--- src/rtl/drm_pkg.sv ---
// shared types and constants of the debounced rpm meter
package drm_pkg;

  // field and register widths
  localparam int unsigned RpmW   = 20;
  localparam int unsigned PulseW = 16;
  localparam int unsigned DebW   = 16;
  localparam int unsigned WinW   = 24;
  localparam int unsigned PprW   = 8;

  // divider widths: pulses times microseconds per minute, ppr times window
  localparam int unsigned NumW    = 46;
  localparam int unsigned DenW    = 32;
  localparam int unsigned DivCntW = $clog2(NumW + 1);

  // window result queue
  localparam int unsigned QDepth = 4;
  localparam int unsigned QPtrW  = $clog2(QDepth);
  localparam int unsigned QCntW  = $clog2(QDepth + 1);

  // output stream payload: rpm_now, rpm_mean, window_pulses
  localparam int unsigned OutW = 2 * RpmW + PulseW;

  localparam logic [29:0]       MicrosPerMinQ4 = 30'd960000000;
  localparam logic [RpmW-1:0]   RpmMax         = '1;
  localparam logic [PulseW-1:0] PulseMax       = '1;
  localparam logic [DebW-1:0]   DebMax         = '1;

  // register indexes
  localparam logic [1:0] RegDebounce = 2'd0;
  localparam logic [1:0] RegWindow   = 2'd1;
  localparam logic [1:0] RegPpr      = 2'd2;

  localparam logic [DebW-1:0] DebounceReset = 16'd2000;
  localparam logic [WinW-1:0] WindowReset   = 24'd1000000;
  localparam logic [PprW-1:0] PprReset      = 8'd4;

  typedef struct packed {
    logic [DebW-1:0] debounce;
    logic [WinW-1:0] window;
    logic [PprW-1:0] ppr;
  } cfg_t;

  // front to queue
  typedef struct packed {
    logic              push;
    logic [PulseW-1:0] pulses;
  } q_wr_t;

  // queue to back
  typedef struct packed {
    logic              valid;
    logic [PulseW-1:0] pulses;
  } q_rd_t;

  typedef struct packed {
    logic            start;
    logic [NumW-1:0] num;
    logic [DenW-1:0] den;
  } div_req_t;

  typedef struct packed {
    logic            done;
    logic [NumW-1:0] quot;
  } div_rsp_t;

endpackage

--- src/rtl/drm_front.sv ---
// tick front end: debounce, pulse tally and window timing
module drm_front (
  input  logic                          clk_i,
  input  logic                          rst_ni,
  input  drm_pkg::cfg_t                 cfg_i,
  input  logic                          tick_valid_i,
  input  logic                          edge_seen_i,
  output logic                          tick_ready_o,
  input  logic                          q_full_i,
  output drm_pkg::q_wr_t                q_wr_o
);
  import drm_pkg::*;

  logic [DebW-1:0]   since_q, since_d, since_inc;
  logic [WinW-1:0]   elapsed_q, elapsed_d, elapsed_inc, win_eff;
  logic [PulseW-1:0] tally_q, tally_d, tally_inc;
  logic              counted, win_end, accept;

  // next-tick values, independent of the tick payload except the edge flag
  always_comb begin
    win_eff     = (cfg_i.window == '0) ? WinW'(1) : cfg_i.window;
    since_inc   = (since_q == DebMax) ? since_q : since_q + DebW'(1);
    counted     = edge_seen_i && (since_inc > cfg_i.debounce);
    tally_inc   = (counted && (tally_q != PulseMax)) ? tally_q + PulseW'(1) : tally_q;
    elapsed_inc = elapsed_q + WinW'(1);
    win_end     = (elapsed_inc >= win_eff);
  end

  // a tick that closes a window needs a free queue slot
  assign tick_ready_o = !q_full_i || !win_end;
  assign accept       = tick_valid_i && tick_ready_o;

  assign q_wr_o.push   = accept && win_end;
  assign q_wr_o.pulses = tally_inc;

  always_comb begin
    since_d   = since_q;
    elapsed_d = elapsed_q;
    tally_d   = tally_q;
    if (accept) begin
      since_d = counted ? '0 : since_inc;
      if (win_end) begin
        elapsed_d = '0;
        tally_d   = '0;
      end else begin
        elapsed_d = elapsed_inc;
        tally_d   = tally_inc;
      end
    end
  end

  always_ff @(posedge clk_i or negedge rst_ni) begin
    if (!rst_ni) begin
      since_q   <= '0;
      elapsed_q <= '0;
      tally_q   <= '0;
    end else begin
      since_q   <= since_d;
      elapsed_q <= elapsed_d;
      tally_q   <= tally_d;
    end
  end

endmodule

--- src/rtl/drm_queue.sv ---
// short queue of finished window pulse counts
module drm_queue (
  input  logic            clk_i,
  input  logic            rst_ni,
  input  drm_pkg::q_wr_t  q_wr_i,
  output logic            q_full_o,
  input  logic            q_pop_i,
  output drm_pkg::q_rd_t  q_rd_o
);
  import drm_pkg::*;

  logic [PulseW-1:0] mem_q [QDepth];
  logic [QPtrW-1:0]  wr_ptr_q, rd_ptr_q;
  logic [QCntW-1:0]  cnt_q, cnt_d;
  logic              do_push, do_pop;

  assign q_full_o      = (cnt_q == QCntW'(QDepth));
  assign q_rd_o.valid  = (cnt_q != '0);
  assign q_rd_o.pulses = mem_q[rd_ptr_q];

  assign do_push = q_wr_i.push && !q_full_o;
  assign do_pop  = q_pop_i && q_rd_o.valid;

  always_comb begin
    cnt_d = cnt_q;
    if (do_push && !do_pop) begin
      cnt_d = cnt_q + QCntW'(1);
    end else if (do_pop && !do_push) begin
      cnt_d = cnt_q - QCntW'(1);
    end
  end

  // pointers and fill count
  always_ff @(posedge clk_i or negedge rst_ni) begin
    if (!rst_ni) begin
      wr_ptr_q <= '0;
      rd_ptr_q <= '0;
      cnt_q    <= '0;
    end else begin
      cnt_q <= cnt_d;
      if (do_push) begin
        wr_ptr_q <= (wr_ptr_q == QPtrW'(QDepth - 1)) ? '0 : wr_ptr_q + QPtrW'(1);
      end
      if (do_pop) begin
        rd_ptr_q <= (rd_ptr_q == QPtrW'(QDepth - 1)) ? '0 : rd_ptr_q + QPtrW'(1);
      end
    end
  end

  // entry storage
  always_ff @(posedge clk_i) begin
    if (do_push) begin
      mem_q[wr_ptr_q] <= q_wr_i.pulses;
    end
  end

endmodule

--- src/rtl/drm_div.sv ---
// restoring divider, one quotient bit per cycle while busy
module drm_div (
  input  logic              clk_i,
  input  logic              rst_ni,
  input  drm_pkg::div_req_t req_i,
  output drm_pkg::div_rsp_t rsp_o
);
  import drm_pkg::*;

  logic [NumW-1:0]    num_q, num_d;
  logic [DenW-1:0]    rem_q, rem_d, den_q, den_d;
  logic [DivCntW-1:0] cnt_q, cnt_d;
  logic               busy_q, busy_d, done_q, done_d;
  logic [DenW:0]      trial, diff;
  logic               fits;

  // one shift-subtract step; quotient bits shift in at the bottom of num
  always_comb begin
    trial = {rem_q, num_q[NumW-1]};
    fits  = (trial >= {1'b0, den_q});
    diff  = trial - {1'b0, den_q};
  end

  always_comb begin
    num_d  = num_q;
    rem_d  = rem_q;
    den_d  = den_q;
    cnt_d  = cnt_q;
    busy_d = busy_q;
    done_d = 1'b0;
    if (req_i.start) begin
      num_d  = req_i.num;
      rem_d  = '0;
      den_d  = req_i.den;
      cnt_d  = DivCntW'(NumW);
      busy_d = 1'b1;
    end else if (busy_q) begin
      rem_d = fits ? diff[DenW-1:0] : trial[DenW-1:0];
      num_d = {num_q[NumW-2:0], fits};
      cnt_d = cnt_q - DivCntW'(1);
      if (cnt_q == DivCntW'(1)) begin
        busy_d = 1'b0;
        done_d = 1'b1;
      end
    end
  end

  always_ff @(posedge clk_i or negedge rst_ni) begin
    if (!rst_ni) begin
      cnt_q  <= '0;
      busy_q <= 1'b0;
      done_q <= 1'b0;
    end else begin
      cnt_q  <= cnt_d;
      busy_q <= busy_d;
      done_q <= done_d;
    end
  end

  always_ff @(posedge clk_i) begin
    num_q <= num_d;
    rem_q <= rem_d;
    den_q <= den_d;
  end

  assign rsp_o.done = done_q;
  assign rsp_o.quot = num_q;

endmodule

--- src/rtl/drm_back.sv ---
// back end: window rpm, history ring, mean and output register
module drm_back #(
  parameter int unsigned AVG_DEPTH = 5
) (
  input  logic                       clk_i,
  input  logic                       rst_ni,
  input  drm_pkg::cfg_t              cfg_i,
  input  drm_pkg::q_rd_t             q_rd_i,
  output logic                       q_pop_o,
  output logic                       m_tvalid_o,
  input  logic                       m_tready_i,
  output logic [drm_pkg::OutW-1:0]   m_tdata_o
);
  import drm_pkg::*;

  localparam int unsigned SlotW = (AVG_DEPTH > 1) ? $clog2(AVG_DEPTH) : 1;
  localparam int unsigned SumW  = RpmW + $clog2(AVG_DEPTH);

  // mean by reciprocal multiplication: floor(sum / AVG_DEPTH) for any sum below 2**SumW
  localparam int unsigned MeanSh   = SumW + $clog2(AVG_DEPTH);
  localparam int unsigned MeanMulW = SumW + 1;
  localparam int unsigned ProdW    = SumW + MeanMulW;
  localparam logic [MeanMulW-1:0] MeanMul =
    MeanMulW'(((64'd1 << MeanSh) + 64'(AVG_DEPTH) - 64'd1) / 64'(AVG_DEPTH));

  typedef enum logic [5:0] {
    S_IDLE = 6'b000001,
    S_MUL  = 6'b000010,
    S_DIVR = 6'b000100,
    S_HIST = 6'b001000,
    S_MEAN = 6'b010000,
    S_OUT  = 6'b100000
  } state_e;

  state_e            state_q, state_d;
  logic [PulseW-1:0] pulses_q;
  logic [RpmW-1:0]   rpm_q;
  logic [RpmW-1:0]   hist_q [AVG_DEPTH];
  logic [SlotW-1:0]  slot_q, slot_next;
  logic [SumW-1:0]   sum_q, sum_d;
  logic [ProdW-1:0]  mean_prod;
  logic [OutW-1:0]   out_q;
  logic              out_valid_q;
  logic [PprW-1:0]   ppr_eff;
  logic [WinW-1:0]   win_eff;
  logic [NumW-1:0]   num_mul;
  logic [DenW-1:0]   den_mul;
  logic [RpmW-1:0]   rpm_sat;
  div_req_t          div_req;
  div_rsp_t          div_rsp;

  drm_div u_div (
    .clk_i  (clk_i),
    .rst_ni (rst_ni),
    .req_i  (div_req),
    .rsp_o  (div_rsp)
  );

  // operands of the rpm division
  always_comb begin
    ppr_eff = (cfg_i.ppr == '0) ? PprW'(1) : cfg_i.ppr;
    win_eff = (cfg_i.window == '0) ? WinW'(1) : cfg_i.window;
    num_mul = NumW'(pulses_q) * NumW'(MicrosPerMinQ4);
    den_mul = DenW'(ppr_eff) * DenW'(win_eff);
  end

  // saturate the rpm quotient
  assign rpm_sat = (div_rsp.quot > NumW'(RpmMax)) ? RpmMax : div_rsp.quot[RpmW-1:0];

  // running sum of the ring, replacing the oldest entry
  assign sum_d     = sum_q - SumW'(hist_q[slot_q]) + SumW'(rpm_q);
  assign slot_next = (slot_q == SlotW'(AVG_DEPTH - 1)) ? '0 : slot_q + SlotW'(1);

  // mean of the registered ring sum
  assign mean_prod = ProdW'(sum_q) * ProdW'(MeanMul);

  // divider request for the rpm
  always_comb begin
    div_req.start = (state_q == S_MUL);
    div_req.num   = num_mul;
    div_req.den   = den_mul;
  end

  assign q_pop_o = (state_q == S_IDLE) && q_rd_i.valid;

  // sequencer
  always_comb begin
    state_d = state_q;
    unique case (state_q)
      S_IDLE: if (q_rd_i.valid) state_d = S_MUL;
      S_MUL:  state_d = S_DIVR;
      S_DIVR: if (div_rsp.done) state_d = S_HIST;
      S_HIST: state_d = S_MEAN;
      S_MEAN: state_d = S_OUT;
      S_OUT:  if (m_tready_i) state_d = S_IDLE;
      default: state_d = S_IDLE;
    endcase
  end

  // control state, history ring and sum
  always_ff @(posedge clk_i or negedge rst_ni) begin
    if (!rst_ni) begin
      state_q     <= S_IDLE;
      out_valid_q <= 1'b0;
      slot_q      <= '0;
      sum_q       <= '0;
      for (int i = 0; i < AVG_DEPTH; i++) begin
        hist_q[i] <= '0;
      end
    end else begin
      state_q <= state_d;
      if (state_q == S_MEAN) begin
        out_valid_q <= 1'b1;
      end else if ((state_q == S_OUT) && m_tready_i) begin
        out_valid_q <= 1'b0;
      end
      if (state_q == S_HIST) begin
        hist_q[slot_q] <= rpm_q;
        slot_q         <= slot_next;
        sum_q          <= sum_d;
      end
    end
  end

  // payload registers
  always_ff @(posedge clk_i) begin
    if (q_pop_o) begin
      pulses_q <= q_rd_i.pulses;
    end
    if ((state_q == S_DIVR) && div_rsp.done) begin
      rpm_q <= rpm_sat;
    end
    if (state_q == S_MEAN) begin
      out_q <= {pulses_q, mean_prod[MeanSh +: RpmW], rpm_q};
    end
  end

  assign m_tvalid_o = out_valid_q;
  assign m_tdata_o  = out_q;

endmodule

--- src/rtl/debounced_rpm_meter_moving_average.sv ---
// top level of the debounced rpm meter with moving average
// One request on the input stream is one microsecond tick; bit 0 of tdata says
// whether a falling hall edge was seen. An edge counts only when more than
// debounce_us ticks have passed since the last counted one. At the last tick of
// each window_us-tick window one result leaves on the output stream: the
// window rpm (4 fraction bits, saturated), the floor mean of the last AVG_DEPTH
// window rpm values and the pulse count. Ticks are taken at one per clock; the
// front end stalls a tick only when it closes a window while the four-entry
// result queue is full. The back end takes one window result at a time through
// the 46-step divider for the rpm (the mean is a reciprocal multiplication) and
// then waits for the output to be taken. The rpm history is cleared at reset in
// flip-flops, so no start-up pass is needed.
// Registers: debounce_us at 0x0, window_us at 0x4, pulses_per_rev at 0x8; write
// them only while idle.
module debounced_rpm_meter_moving_average #(
  parameter int unsigned AVG_DEPTH = 5
) (
  input  logic                      clk_i,
  input  logic                      rst_ni,
  // input ticks
  input  logic                      s_axis_tvalid_i,
  output logic                      s_axis_tready_o,
  input  logic [7:0]                s_axis_tdata_i,  // [0] edge_seen
  // window results
  output logic                      m_axis_tvalid_o,
  input  logic                      m_axis_tready_i,
  output logic [drm_pkg::OutW-1:0]  m_axis_tdata_o,  // [19:0] rpm_now, [39:20] rpm_mean,
                                                     // [55:40] window_pulses
  // configuration
  input  logic                      psel,
  input  logic                      penable,
  input  logic                      pwrite,
  input  logic [3:0]                paddr,
  input  logic [31:0]               pwdata,
  output logic [31:0]               prdata,
  output logic                      pready
);
  import drm_pkg::*;

  cfg_t  cfg_q;
  q_wr_t q_wr;
  q_rd_t q_rd;
  logic  q_full, q_pop, cfg_wr;

  // register file
  assign pready = 1'b1;
  assign cfg_wr = psel && penable && pwrite && pready;

  always_ff @(posedge clk_i or negedge rst_ni) begin
    if (!rst_ni) begin
      cfg_q.debounce <= DebounceReset;
      cfg_q.window   <= WindowReset;
      cfg_q.ppr      <= PprReset;
    end else if (cfg_wr) begin
      unique case (paddr[3:2])
        RegDebounce: cfg_q.debounce <= pwdata[DebW-1:0];
        RegWindow:   cfg_q.window   <= pwdata[WinW-1:0];
        RegPpr:      cfg_q.ppr      <= pwdata[PprW-1:0];
        default: ;
      endcase
    end
  end

  // read back
  always_comb begin
    unique case (paddr[3:2])
      RegDebounce: prdata = 32'(cfg_q.debounce);
      RegWindow:   prdata = 32'(cfg_q.window);
      RegPpr:      prdata = 32'(cfg_q.ppr);
      default:     prdata = '0;
    endcase
  end

  drm_front u_front (
    .clk_i        (clk_i),
    .rst_ni       (rst_ni),
    .cfg_i        (cfg_q),
    .tick_valid_i (s_axis_tvalid_i),
    .edge_seen_i  (s_axis_tdata_i[0]),
    .tick_ready_o (s_axis_tready_o),
    .q_full_i     (q_full),
    .q_wr_o       (q_wr)
  );

  drm_queue u_queue (
    .clk_i    (clk_i),
    .rst_ni   (rst_ni),
    .q_wr_i   (q_wr),
    .q_full_o (q_full),
    .q_pop_i  (q_pop),
    .q_rd_o   (q_rd)
  );

  drm_back #(
    .AVG_DEPTH (AVG_DEPTH)
  ) u_back (
    .clk_i      (clk_i),
    .rst_ni     (rst_ni),
    .cfg_i      (cfg_q),
    .q_rd_i     (q_rd),
    .q_pop_o    (q_pop),
    .m_tvalid_o (m_axis_tvalid_o),
    .m_tready_i (m_axis_tready_i),
    .m_tdata_o  (m_axis_tdata_o)
  );

endmodule

--- config.mk ---
export PLATFORM = sky130hd
export DESIGN_NAME = debounced_rpm_meter_moving_average
export DESIGN_NICKNAME = d
export VERILOG_FILES = /design/src/rtl/drm_pkg.sv /design/src/rtl/drm_front.sv /design/src/rtl/drm_queue.sv /design/src/rtl/drm_div.sv /design/src/rtl/drm_back.sv /design/src/rtl/debounced_rpm_meter_moving_average.sv
export SDC_FILE = /design/constraint.sdc
export NUM_CORES = 2
export LEC_CHECK = 0
export ABC_CLOCK_PERIOD_IN_PS = 6900
export BUFFER_PORTS_ARGS = -buffer_cell sky130_fd_sc_hd__buf_4
export CORE_ASPECT_RATIO = 0.5
export CORE_MARGIN = 2
export CORE_UTILIZATION = 48
export DETAILED_ROUTE_END_ITERATION = 7
export PLACE_DENSITY_LB_ADDON = 0.15
export SYNTH_ARGS = -nofsm -noshare
export SYNTH_HDL_FRONTEND = slang
export SYNTH_SLANG_ARGS = --single-unit
--- constraint.sdc ---
create_clock -name clk_i -period 6.9 [get_ports clk_i]
set_input_delay 0.69 -clock clk_i [delete_from_list [all_inputs] [get_ports clk_i]]
set_output_delay 0.69 -clock clk_i [all_outputs]
set_load 0.05 [all_outputs]
==> impl_results.rst <==
.. list-table::
   :header-rows: 1

   * - Metric
     - Value
   * - # Max-Cap Violations
     - 0
   * - Max Clock Freq
     - 0.150 GHz
   * - Worst-path cell with the longest stage delay
     - sky130_fd_sc_hd__fa_1
   * - Worst reg2reg setup slack
     - 0.24 ns
   * - R2R depth
     - 27
   * - Tightest Hold Check Type
     - in2async
   * - Die Area
     - 93,800 um2
   * - Kind of start point of the critical path
     - flop
   * - Share of cells above drive strength 1
     - between 10% and 20%
   * - I/O pin count
     - 142
   * - Global-route usage over all layers
     - 21.6%
   * - Placer's final routability congestion estimate
     - around 0.90
   * - Count of different cell masters after synthesis
     - 82
   * - Peak per-stage delay on the critical path
     - 0.54 ns
   * - Number of non-filler instances in the completed layout
     - about 5,700
   * - Kind of end point of the critical path
     - flop
   * - Cell Count Post-Placement
     - 5,558
   * - PnR worst setup slack
     - 0.236 ns
   * - Post-Place Worst Slack
     - -0.192 ns
   * - Async set-reset flop share out of synthesis
     - 48.6%
   * - Wire length of the first global-routing pass
     - 164 mm
   * - Setup TNS
     - 0 ns
   * - Count of unresolved DRC violations after routing
     - 0
   * - Count of routing violations after the opening detailed-route iteration
     - around 1,500
   * - Core Footprint
     - 90,500 um2
   * - Synthesized-area fraction occupied by and/or/nand/nor cells
     - 10.5%
   * - Critical path start-end classification
     - reg2reg
   * - Initial Utilization
     - between 40 and 50%
   * - Filler cell count
     - 8,108
   * - Compound-Gate Fraction of Synth Area
     - approximately a tenth
   * - Clock latency at the later pin of the worst-skew pair
     - 0.64 ns
   * - Number of flops mapped to enable cells by yosys
     - 222
   * - CTS tree
     - built
   * - Setup Skew
     - 0.0362 ns
   * - Total of warnings raised by yosys
     - 0
   * - Cell class contributing the biggest share of worst-path delay
     - adder cells
   * - Reg-to-reg critical path startpoint
     - u_back.sum_q[6]$_DFFE_PN0P_
   * - Fraction of the yosys area taken by sequential cells
     - 31.7%
   * - Hold Buf Count CTS
     - 0
   * - Highest net fanout along the worst path
     - 4
   * - Synth Area in XOR/XNOR
     - 3.48%
   * - Number of core rows
     - slightly below 80
   * - Wirelength per Cell
     - 17.5 um
   * - Vertical die dimension
     - 218 um
   * - 1st-pass router iterations
     - 5
   * - Final wirelength
     - just under 100 mm
   * - Horiz. Die Dim
     - 431 um
   * - Dominant combinational cell family by area after synthesis
     - adder cells
   * - Number of standard cells after synthesis
     - 4,292
   * - Required arrival time at the worst endpoint
     - 7.29 ns
   * - Status
     - finished, final reports clean
   * - Adder-cell area share of the yosys netlist
     - 31.6%
   * - Layout overhead on the synthesized area
     - 10.7%
   * - Buffers and inverters on the worst path
     - 10
   * - Pin count of the biggest net entering global routing
     - 93
   * - Deepest clock path buffer count
     - 3
   * - Summed instance area of the synthesized netlist
     - 43,800 um2
   * - Final worst-path cycle share
     - 96.6%
   * - Worst hold slack after final layout
     - 0.0218 ns
   * - Dominant synthesized flop cell
     - sky130_fd_sc_hd__dfrtp_1
   * - Max-slew violation total from the final report
     - 0
   * - Via count of the first global-routing pass
     - ~31,000
   * - Mux cell area share after synthesis
     - 4.91%
   * - Number of nets with antenna violations after detailed routing
     - 0
   * - Average footprint of a synthesized cell
     - 10.2 um2
   * - Ratio of routed vias to standard cells
     - 5.32
   * - Most used cell along the critical path
     - sky130_fd_sc_hd__fa_1
   * - H-Tree Depth
     - 2
   * - Final Critical Period
     - 6.66 ns
   * - Slew at the pin closest to its max-slew limit
     - 1.11 ns
   * - Synth Register Bits
     - slightly above 500
   * - End of the worst register-to-register path
     - u_back.m_tdata_o[34]$_DFFE_PP_
   * - Number of hold violations in the final report
     - 0
   * - Port-buffer cells
     - 115
   * - Total gr overflow
     - 0
   * - Most frequent cells in the layout
     - sky130_fd_sc_hd__inv_1 (730), sky130_fd_sc_hd__ha_1 (489), sky130_fd_sc_hd__fa_1 (377), sky130_fd_sc_hd__nand2_1 (360), sky130_fd_sc_hd__o21ai_0 (302)
   * - Layout net count
     - 5,350
   * - Leading cell type in the layout, fill and taps excluded
     - sky130_fd_sc_hd__inv_1
   * - Vias
     - 30,127
   * - Clock-pin slew of the registers on the worst-case setup and hold paths
     - roughly 0.07 ns
   * - Clock Sinks
     - 518
   * - Total clock buffers created by CTS
     - 53
   * - Worst endpoint data arrival time
     - 7.06 ns
   * - Setup violators final
     - 0
   * - Worst relative slew slack
     - 25.9%
   * - Buffer cell driving the clock tree root
     - sky130_fd_sc_hd__clkbuf_16
   * - Antenna violations before repair
     - 1
   * - Half-perimeter wire length of the detailed placement result
     - 77.2 mm
repair_timing:
item / 4_1_cts / 5_1_grt
setup endpoints to repair: 5 / 12
setup buffers: 1 / 6
gates resized for setup: 0 / 33
pin swaps: 5 / 26
synthesized netlist by cell type, drive strengths merged, types with 5 or more instances:
cell type    n  share of area (%)
a211o       10               0.20
a211oi      13               0.22
a21boi       5              0.086
a21o        77                1.3
a21oi      142                1.6
a22o        19               0.38
a31oi       16               0.28
and2       149                2.1
and3        29               0.41
and4         7               0.14
buf         21               0.27
clkbuf     131                1.1
dfrtp      237                 14
dfstp       15               0.90
dfxtp       44                2.0
edfxtp     222                 15
fa         380                 17
ha         499                 14
inv        739                6.3
mux2        74                1.9
mux2i       55                1.3
mux4        34                1.7
nand2      360                3.1
nand2b      28               0.40
nand3       77               0.88
nand4       23               0.33
nor2       148                1.3
nor2b       20               0.29
nor3        21               0.24
nor3b        9               0.17
nor4        20               0.29
o211ai      11               0.20
o21a        27               0.46
o21ai      309                3.5
o21bai      14               0.24
o22ai        5              0.071
o31a         7               0.14
o31ai       24               0.41
or2         11               0.16
or3         34               0.49
xnor2      112                2.2
xor2        62                1.2
how the worst max path moves through the flow:
stage,start,endpoint,slack [ns],depth (start not counted)
floorplan,u_back.sum_q[6]$_DFFE_PN0P_,u_back.m_tdata_o[34]$_DFFE_PP_,0.007,26
global placement,u_back.sum_q[6]$_DFFE_PN0P_,u_back.m_tdata_o[34]$_DFFE_PP_,-0.16,26
detailed placement,u_back.sum_q[6]$_DFFE_PN0P_,u_back.m_tdata_o[34]$_DFFE_PP_,-0.19,26
CTS,u_back.sum_q[6]$_DFFE_PN0P_,u_back.m_tdata_o[34]$_DFFE_PP_,0.03,26
global route,u_back.sum_q[7]$_DFFE_PN0P_,u_back.m_tdata_o[34]$_DFFE_PP_,-0.02,24
finish,u_back.sum_q[6]$_DFFE_PN0P_,u_back.m_tdata_o[34]$_DFFE_PP_,0.24,27
layer usage:
metal / vias up / part of all wire [%] / GRT usage (%)
li1: 14514 / - / -
met1: 14963 / 46 / 29.5
met2: 481 / 47 / 36.6
met3: 169 / 3.4 / 2.59
met4: 0 / 2.8 / 5.92
met5: - / 0 / 0
kinds of logic (layout without fill, tap and decap cells):
group	after synthesis	after routing
flip-flops	518	518
AND/OR/NAND/NOR	946	946
other	2	10
adder cells (fa/ha/maj)	879	879
buffers and inverters	891	1057
AO/OA/AOI/OAI	719	719
XOR/XNOR	174	174
multiplexers	163	163
cell type report:
class / count / area (um2) / share of cell area [%]
Tap cell: 1200 / 1500 / 3.10
Sequential cell: 518 / 13900 / 28.6
Antenna cell: 1 / 2.50 / 0.00516
Clock buffer: 69 / 1490 / 3.07
Clock inverter: 31 / 392 / 0.808
Inverter: 739 / 2770 / 5.72
Timing Repair Buffer: 218 / 1650 / 3.40
Multi-Input combinational cell: 2890 / 26800 / 55.3
stage by stage:
step / utilization [%] / cell area (um2)
floorplan: - / 43800
global placement: 51.3 / 46400
detailed placement: 51.3 / 46400
CTS: 53.4 / 48300
global route: 53.6 / 48500
finish: 53.6 / 48500
state kept, by name (all words and copies together), names as in the netlist, 20 cells and up:
name and flops:
u_back.hist_q 100, u_queue.mem_q 64, u_back.m_tdata_o 56, cfg_q 48, u_back.u_div.num_q 46, u_back.u_div.den_q 32
u_back.u_div.rem_q 32, u_front.elapsed_q 24, u_back.sum_q 23, u_back.rpm_q 20
Power is left out: the tool's default activity adds up to more than one toggle a clock period on the data nets, which glitch-free logic cannot reach.
